==> src/sv/kpq_pkg.sv <==
// Package of the keyed priority queue: sizes, entry and control types, op codes.
// No dependencies.
package kpq_pkg;

   localparam int CAPACITY      = 64;
   localparam int KEY_PART_BITS = 16;
   localparam int COUNT_BITS    = $clog2(CAPACITY + 1);
   localparam int FUNC_BITS     = 3;

   typedef logic [KEY_PART_BITS-1:0] key_part_type;
   typedef logic [COUNT_BITS-1:0]    count_type;

   typedef enum logic [FUNC_BITS-1:0] {
      FUNC_INSERT   = 3'd0,
      FUNC_TAKE     = 3'd1,
      FUNC_PEEK     = 3'd2,
      FUNC_CONTAINS = 3'd3,
      FUNC_CLEAR    = 3'd4
   } func_type;

   typedef struct packed {
      logic         valid;
      key_part_type depth;
      key_part_type id;
      logic         force_flag;
   } entry_type;

   // broadcast from the top level to every cell
   typedef struct packed {
      logic         apply;
      func_type     func;
      key_part_type depth;
      key_part_type id;
      logic         force_flag;
      logic         any_eq;
      logic         full;
   } cell_ctrl_type;

   typedef struct packed {
      logic         found;
      key_part_type out_depth;
      key_part_type out_id;
      logic         out_force;
      logic         new_entry;
      logic         overflow;
      count_type    count;
   } rsp_type;

endpackage

==> src/sv/kpq_cell.sv <==
// One slot of the sorted cell row: holds one entry, compares it with the
// broadcast key and shifts to or from its neighbors. Depends on kpq_pkg.
module kpq_cell (
   input  logic                   clock,
   input  logic                   reset,
   input  kpq_pkg::cell_ctrl_type ctrl,
   input  kpq_pkg::entry_type     left_entry,
   input  logic                   left_lt,
   input  kpq_pkg::entry_type     right_entry,
   output kpq_pkg::entry_type     entry,
   output logic                   lt,
   output logic                   eq
);
   import kpq_pkg::*;

   logic         valid_ff, valid_in;
   key_part_type depth_ff, depth_in;
   key_part_type id_ff, id_in;
   logic         flag_ff, flag_in;

   assign entry = '{valid: valid_ff, depth: depth_ff, id: id_ff, force_flag: flag_ff};
   assign eq    = valid_ff && (depth_ff == ctrl.depth) && (id_ff == ctrl.id);
   assign lt    = valid_ff && ({depth_ff, id_ff} < {ctrl.depth, ctrl.id});

   always_comb begin
      valid_in = valid_ff;
      depth_in = depth_ff;
      id_in    = id_ff;
      flag_in  = flag_ff;
      if (ctrl.apply) begin
         case (ctrl.func)
            FUNC_INSERT: begin
               if (ctrl.any_eq) begin
                  if (eq) begin
                     flag_in = ctrl.force_flag;
                  end
               end else if (!ctrl.full && !lt) begin
                  if (left_lt) begin
                     // insertion point: load the new key
                     valid_in = 1'b1;
                     depth_in = ctrl.depth;
                     id_in    = ctrl.id;
                     flag_in  = ctrl.force_flag;
                  end else begin
                     // behind the insertion point: shift right by one
                     valid_in = left_entry.valid;
                     depth_in = left_entry.depth;
                     id_in    = left_entry.id;
                     flag_in  = left_entry.force_flag;
                  end
               end
            end
            FUNC_TAKE: begin
               valid_in = right_entry.valid;
               depth_in = right_entry.depth;
               id_in    = right_entry.id;
               flag_in  = right_entry.force_flag;
            end
            FUNC_CLEAR: begin
               valid_in = 1'b0;
            end
            default: begin
            end
         endcase
      end
   end

   always_ff @(posedge clock) begin
      if (reset) begin
         valid_ff <= 1'b0;
      end else begin
         valid_ff <= valid_in;
      end
   end

   always_ff @(posedge clock) begin
      depth_ff <= depth_in;
      id_ff    <= id_in;
      flag_ff  <= flag_in;
   end

endmodule

==> config.mk <==
export PLATFORM = sky130hd
export DESIGN_NAME = kpq_cell
export DESIGN_NICKNAME = d
export VERILOG_FILES = /design/src/sv/kpq_pkg.sv /design/src/sv/kpq_cell.sv
export SDC_FILE = /design/constraint.sdc
export NUM_CORES = 1
export LEC_CHECK = 0
export BUFFER_PORTS_ARGS = -buffer_cell sky130_fd_sc_hd__buf_2
export CAP_MARGIN = 20
export CORE_MARGIN = 3
export CORE_UTILIZATION = 45
export DETAILED_ROUTE_END_ITERATION = 16
export PLACE_DENSITY = 0.81
export RECOVER_POWER = 100
export SLEW_MARGIN = 20
export SYNTH_ARGS = -nofsm -noshare
export SYNTH_HDL_FRONTEND = slang
export SYNTH_SLANG_ARGS = --single-unit
==> constraint.sdc <==
create_clock -name clock -period 3.4 [get_ports clock]
set_input_delay 0.17 -clock clock [delete_from_list [all_inputs] [get_ports clock]]
set_output_delay 0.17 -clock clock [all_outputs]
set_load 0.05 [all_outputs]
Word level (Yosys, flattened, before mapping)
Cells that the tools add are included.
Operators by class
  $lt $le $gt $ge: 1
  equality and inequality tests: 8
  multiplexer cells: 17
  reductions and logical operators: 12
Operators with widths (number)
  $mux W16: 6
  $pmux W16 S2: 2
  $eq A16 B16 Y1: 2
  $lt A32 B32 Y1: 1
  $reduce_and A4 Y1: 3
  $mux W1: 7
  $ne A3 B3 Y1 const B: 2
  $logic_and A1 B1 Y1: 4
  $ne A2 B2 Y1 const B: 2
  $eq A3 B1 Y1 const B: 1
  $eq A3 B3 Y1 const B: 1
  $logic_not A3 Y1: 1
  $pmux W1 S3: 1
  $reduce_bool A3 Y1: 1
  $logic_not A1 Y1: 2
  $pmux W1 S2: 1
  $reduce_bool A2 Y1: 1
Storage, ports and cells
  logic and storage cells: 42
  output and inout bits: 36
  register bits: 34
  input port bits: 110

Logic depth before layout (Yosys ltp)
  word-level depth: 7
  gate-level depth with buffers: 9
  gate-level depth less buffers: 9

Worst setup path after synthesis
No wires, ideal clock.
  path type: reg-to-reg
  from: register id_ff[5]
  to: register depth_ff[0], enable pin
  path slack: -0.192 ns
  stages on the path, launching flop included: 9
  required time: 2.996 ns
  arrival time: 3.188 ns
  clock period less this slack: 3.592 ns
  cells stage by stage: edfxtp_1 > ha_1 > a211oi_2 > o21ai_1 > a221oi_2 > o211ai_2 > a21oi_1 > o21ai_1 > and2_1
Between the ends
  longest elaborated chain between the ends: 6
RTL lines
  start: declaration: line kpq_cell.sv:18  | key_part_type id_ff, id_in;
  start signal: assignment: line kpq_cell.sv:78  | id_ff <= id_in;
  $lt A32 B32 Y1: line kpq_cell.sv:23  | assign lt = valid_ff && ({depth_ff, id_ff} < {ctrl.depth, ctrl.id});
  $logic_and A1 B1 Y1: line kpq_cell.sv:23
  named net lt: line kpq_cell.sv:11  | output logic lt,
  $logic_not A1 Y1: line kpq_cell.sv:37  | end else if (!ctrl.full && !lt) begin
  $logic_and A1 B1 Y1: line kpq_cell.sv:37
  $ne A2 B2 Y1 (no source line)
  $reduce_and A4 Y1 (no source line)
  end signal: assignment: line kpq_cell.sv:77  | depth_ff <= depth_in;
  end: declaration: line kpq_cell.sv:17  | key_part_type depth_ff, depth_in;
The timed path passes the listed nets, and every way through them passes these cells.
A chain may end at the register's enable or synchronous reset.

Final worst setup path
  from: register depth_ff[14]
  to: output port eq
Between the ends
  longest elaborated chain between the ends: 3
RTL lines
  $eq A16 B16 Y1: line kpq_cell.sv:22  | assign eq = valid_ff && (depth_ff == ctrl.depth) && (id_ff == ctrl.id);
  $logic_and A1 B1 Y1 (2 in series): line kpq_cell.sv:22
  end: declaration: line kpq_cell.sv:12  | output logic eq
Every way passes these cells.

==> summary.txt <==
Clock tree
  – CTS root buffer: clkbuf_8
  – Postcts setup bufs: 0
  – # H-tree levels: 2
  – Reg clk slew, reported paths: 70 ps
  – CTS buffer count: 5
  – Clock buffer depth: 2
  – # resized after CTS: 0
  – Clock sink count: 34
  – Later-pin clock latency in the skew report: 280 ps
  – CTS tree: built
  – Hold_buf cts: 0

STA
  – Fin. max-slew vios: 35
  – Worst hold margin: 167 ps
  – Fmax: 350 MHz
  – Slew @ Worst Pin: about 2500 ps
  – Post-layout min period: 2860 ps
  – PnR worst setup slack: 539 ps
  – Fin crit share: 0.841
  – Final hold viol count: 0
  – Final setup viols: 0
  – Setup tns final: 0 ps
  – Rel. slew slack: -0.644
  – Clock Skews: 8.23 ps
  – Unrepaired setup endpoints after global routing: false

Detailed routing
  – DRC: 0
  – Via density: 5.11
  – Drt wl/cell: 14.0 um
  – DRT Pass-1 Iters: 4
  – Via count: 2552
  – Initial drt markers: slightly below 80
  – DRT antenna net count: 0
  – Final WL: 6980 um

Layout
  – Fin nets: 568
  – Reg area: 1010 um^2
  – Final non-filler cell total: 499
  – Area grow syn2layout: 31.2%
  – Area occupied by multi-input gates: 1440 um^2
  – Share of layout cells above drive strength 1: 0.293
  – Fin area: 3470 um^2
  – Fill cells: between 500 and 600
  – Diodes inserted: 0

Critical path
  – Worst-path fanout max: 3
  – Setup CP Type: reg -> out
  – Critical path endpoint: eq
  – Flop-to-flop setup slack: 590 ps
  – R2R Path Start: depth_ff[14]
  – CP Capture Type: output port
  – Crit-path cells: ha_1, and4_1, nand2_1, nor4_1, and4_1, clkbuf_1
  – Reg-to-Reg End: id_ff[3]
  – Crit path max-delay cell type: nor4_1
  – R2R cell count: 8
  – Worst Path Arrival: 2690 ps
  – Most frequent CP cell: and4_1
  – Slowest stage delay, CP: slightly below 600 ps
  – CP required: 3230 ps
  – Worst setup path start: depth_ff[14]
  – Critical Path Start Type: flip-flop

Yosys
  – Syn Area/Cell: 9.34 um^2
  – Post-Syn Area: 2640 um^2
  – Synthesized instance count: 283
  – Syn nets: between 400 and 500
  – #FFs+latches synth: 34
  – Netlist cell types: 35
  – Synth warn: 0
  – Post-synthesis sequential area ratio: 0.383

Floorplan
  – Core area: 5610 um^2
  – Die area: roughly 6800 um^2
  – DIE WIDTH: 82.6 um
  – Initial Util: 0.471
  – Die Ht: approximately 83 um
  – I/O pins: 146
  – Floorplan row count: 27

Global route
  – Antenna violations before repair: 0
  – Vias in the first global route: 2316
  – GRT Overall Usage: 0.194
  – First-pass GRT wire length: 10200 um
  – Largest net degree at the start of global routing: 35
  – Overflow after GRT: 0

Placement
  – Post-DP HPWL: just under 6000 um
  – Number of buffers added on ports: 145
  – Area post-placement: between 3000 and 4000 um^2
  – Setup WS pre-CTS: between 800 and 900 ps
  – Routability cong.: 0.801
  – Placed insts: 491

Power
  – P_leak: 1.68 nW
  – PwrDens: about 310 nW/um^2
  – Worst vdd ir: 0.000225 V

Job
  – Max Cap Viol: 1

Min path
  – Worst min path class: in -> reg

Run status
  – Failing checks: max-capacitance violations, max-slew violations
  – Status: finished, violations left
## cells in the mapped netlist
cell type | number | area share
inv_1 | 35 | 0.050
nor4_1 | 1 | 0.0024
and2_1 | 2 | 0.0047
a2111oi_2 | 1 | 0.0057
o211ai_2 | 1 | 0.0047
a211oi_2 | 1 | 0.0047
nand2_1 | 44 | 0.063
clkbuf_1 | 6 | 0.0085
and4_1 | 3 | 0.0099
nor3b_1 | 1 | 0.0028
edfxtp_1 | 33 | 0.37
o21a_1 | 1 | 0.0028
o211a_1 | 1 | 0.0038
o2bb2ai_1 | 1 | 0.0033
buf_2 | 3 | 0.0057
nand3_1 | 4 | 0.0076
mux2i_1 | 33 | 0.13
buf_4 | 2 | 0.0057
o21ai_0 | 37 | 0.070
a221oi_2 | 1 | 0.0057
ha_1 | 32 | 0.15
nor3_1 | 2 | 0.0038
nor2b_1 | 1 | 0.0024
a21o_1 | 2 | 0.0057
buf_1 | 2 | 0.0028
a221oi_1 | 1 | 0.0033
nor2_1 | 7 | 0.0099
dfxtp_1 | 1 | 0.0076
a21oi_1 | 12 | 0.023
o21ai_1 | 4 | 0.0076
nor4b_1 | 1 | 0.0033
or2_2 | 1 | 0.0024
nand2b_1 | 2 | 0.0047
nor4_2 | 1 | 0.0047
nand4_1 | 3 | 0.0071
## through the flow
step           power (mW)   util
2_1_floorplan       0.690      -
3_3_place_gp        0.798  0.613
3_5_place_dp        0.808  0.613
4_1_cts              1.09  0.627
5_1_grt              1.13  0.618
6_report             1.07  0.618
## cells by family after synthesis
| kind of cell | count (synthesis) | share of synthesized area |
|---|---|---|
| AOI/OAI and AO/OA | 63 | 0.140 |
| adders and majority gates | 32 | 0.152 |
| buffers and inverters | 48 | 0.0724 |
| DFF | 34 | 0.383 |
| muxes | 33 | 0.125 |
| and+or+nand+nor | 73 | 0.128 |
## cells in the final DEF (no fill, tap or decap), types with 2 or more instances in the layout
cell type,count
nand2b_1,2
buf_2,108
mux2i_1,33
clkbuf_1,38
nand2_1,44
and2_1,2
a21o_1,2
inv_1,35
edfxtp_1,33
clkbuf_8,5
ha_1,32
a21oi_1,11
o21ai_1,3
nand4_1,3
buf_4,4
and4_1,3
o21ai_0,38
nor2_1,7
nor4_1,2
nand3_1,4
## critical path, delay by kind of cell (launching register included)
| family | cells | cell delay, ps |
|---|---|---|
| buffers and inverters | 1 | 480 |
| flip-flops | 1 | 390 |
| adder cells (fa/ha/maj) | 1 | 320 |
| AND/OR/NAND/NOR | 4 | 1210 |
## per-layer routing
metal	part of all wire	global-route usage	up-vias
li1	-	-	1293
met1	0.41	0.242	1165
met2	0.51	0.339	83
met3	0.058	0.0325	11
met4	0.015	0.0654	0
met5	0	0	-
## power by group
group | total [mW] | leakage, nW | switching, mW | internal, mW
Combinational | 0.301 | 1.34 | 0.180 | 0.121
Clock | 0.278 | 0.0426 | 0.137 | 0.141
Sequential | 0.494 | 0.305 | 0.00940 | 0.485
## final cells by class
class / instances / share of cell area
clock inverters: 2 / 0.00253
well taps: 72 / 0.0260
inverters: 35 / 0.0379
repair buffers: 149 / 0.205
clock buffers: 6 / 0.0209
multi-input cells: 201 / 0.416
flip-flops and latches: 34 / 0.292
## how the worst min path moves through the flow
stage / start / endpoint / slack, ps / cells past startpoint
floorplan: reset / valid_ff / 340 / 2
global placement: right_entry[29] / depth_ff[12] / 450 / 3
detailed placement: right_entry[30] / depth_ff[13] / 450 / 3
CTS: right_entry[27] / depth_ff[10] / 160 / 3
global route: right_entry[18] / depth_ff[1] / 170 / 3
finish: right_entry[27] / depth_ff[10] / 170 / 3
## flip-flops by register name (all words and copies together), names as in the netlist
name	count
depth_ff	16
id_ff	16
valid_ff	1
flag_ff	1
Note: power is estimated with default switching activity, not from simulation.
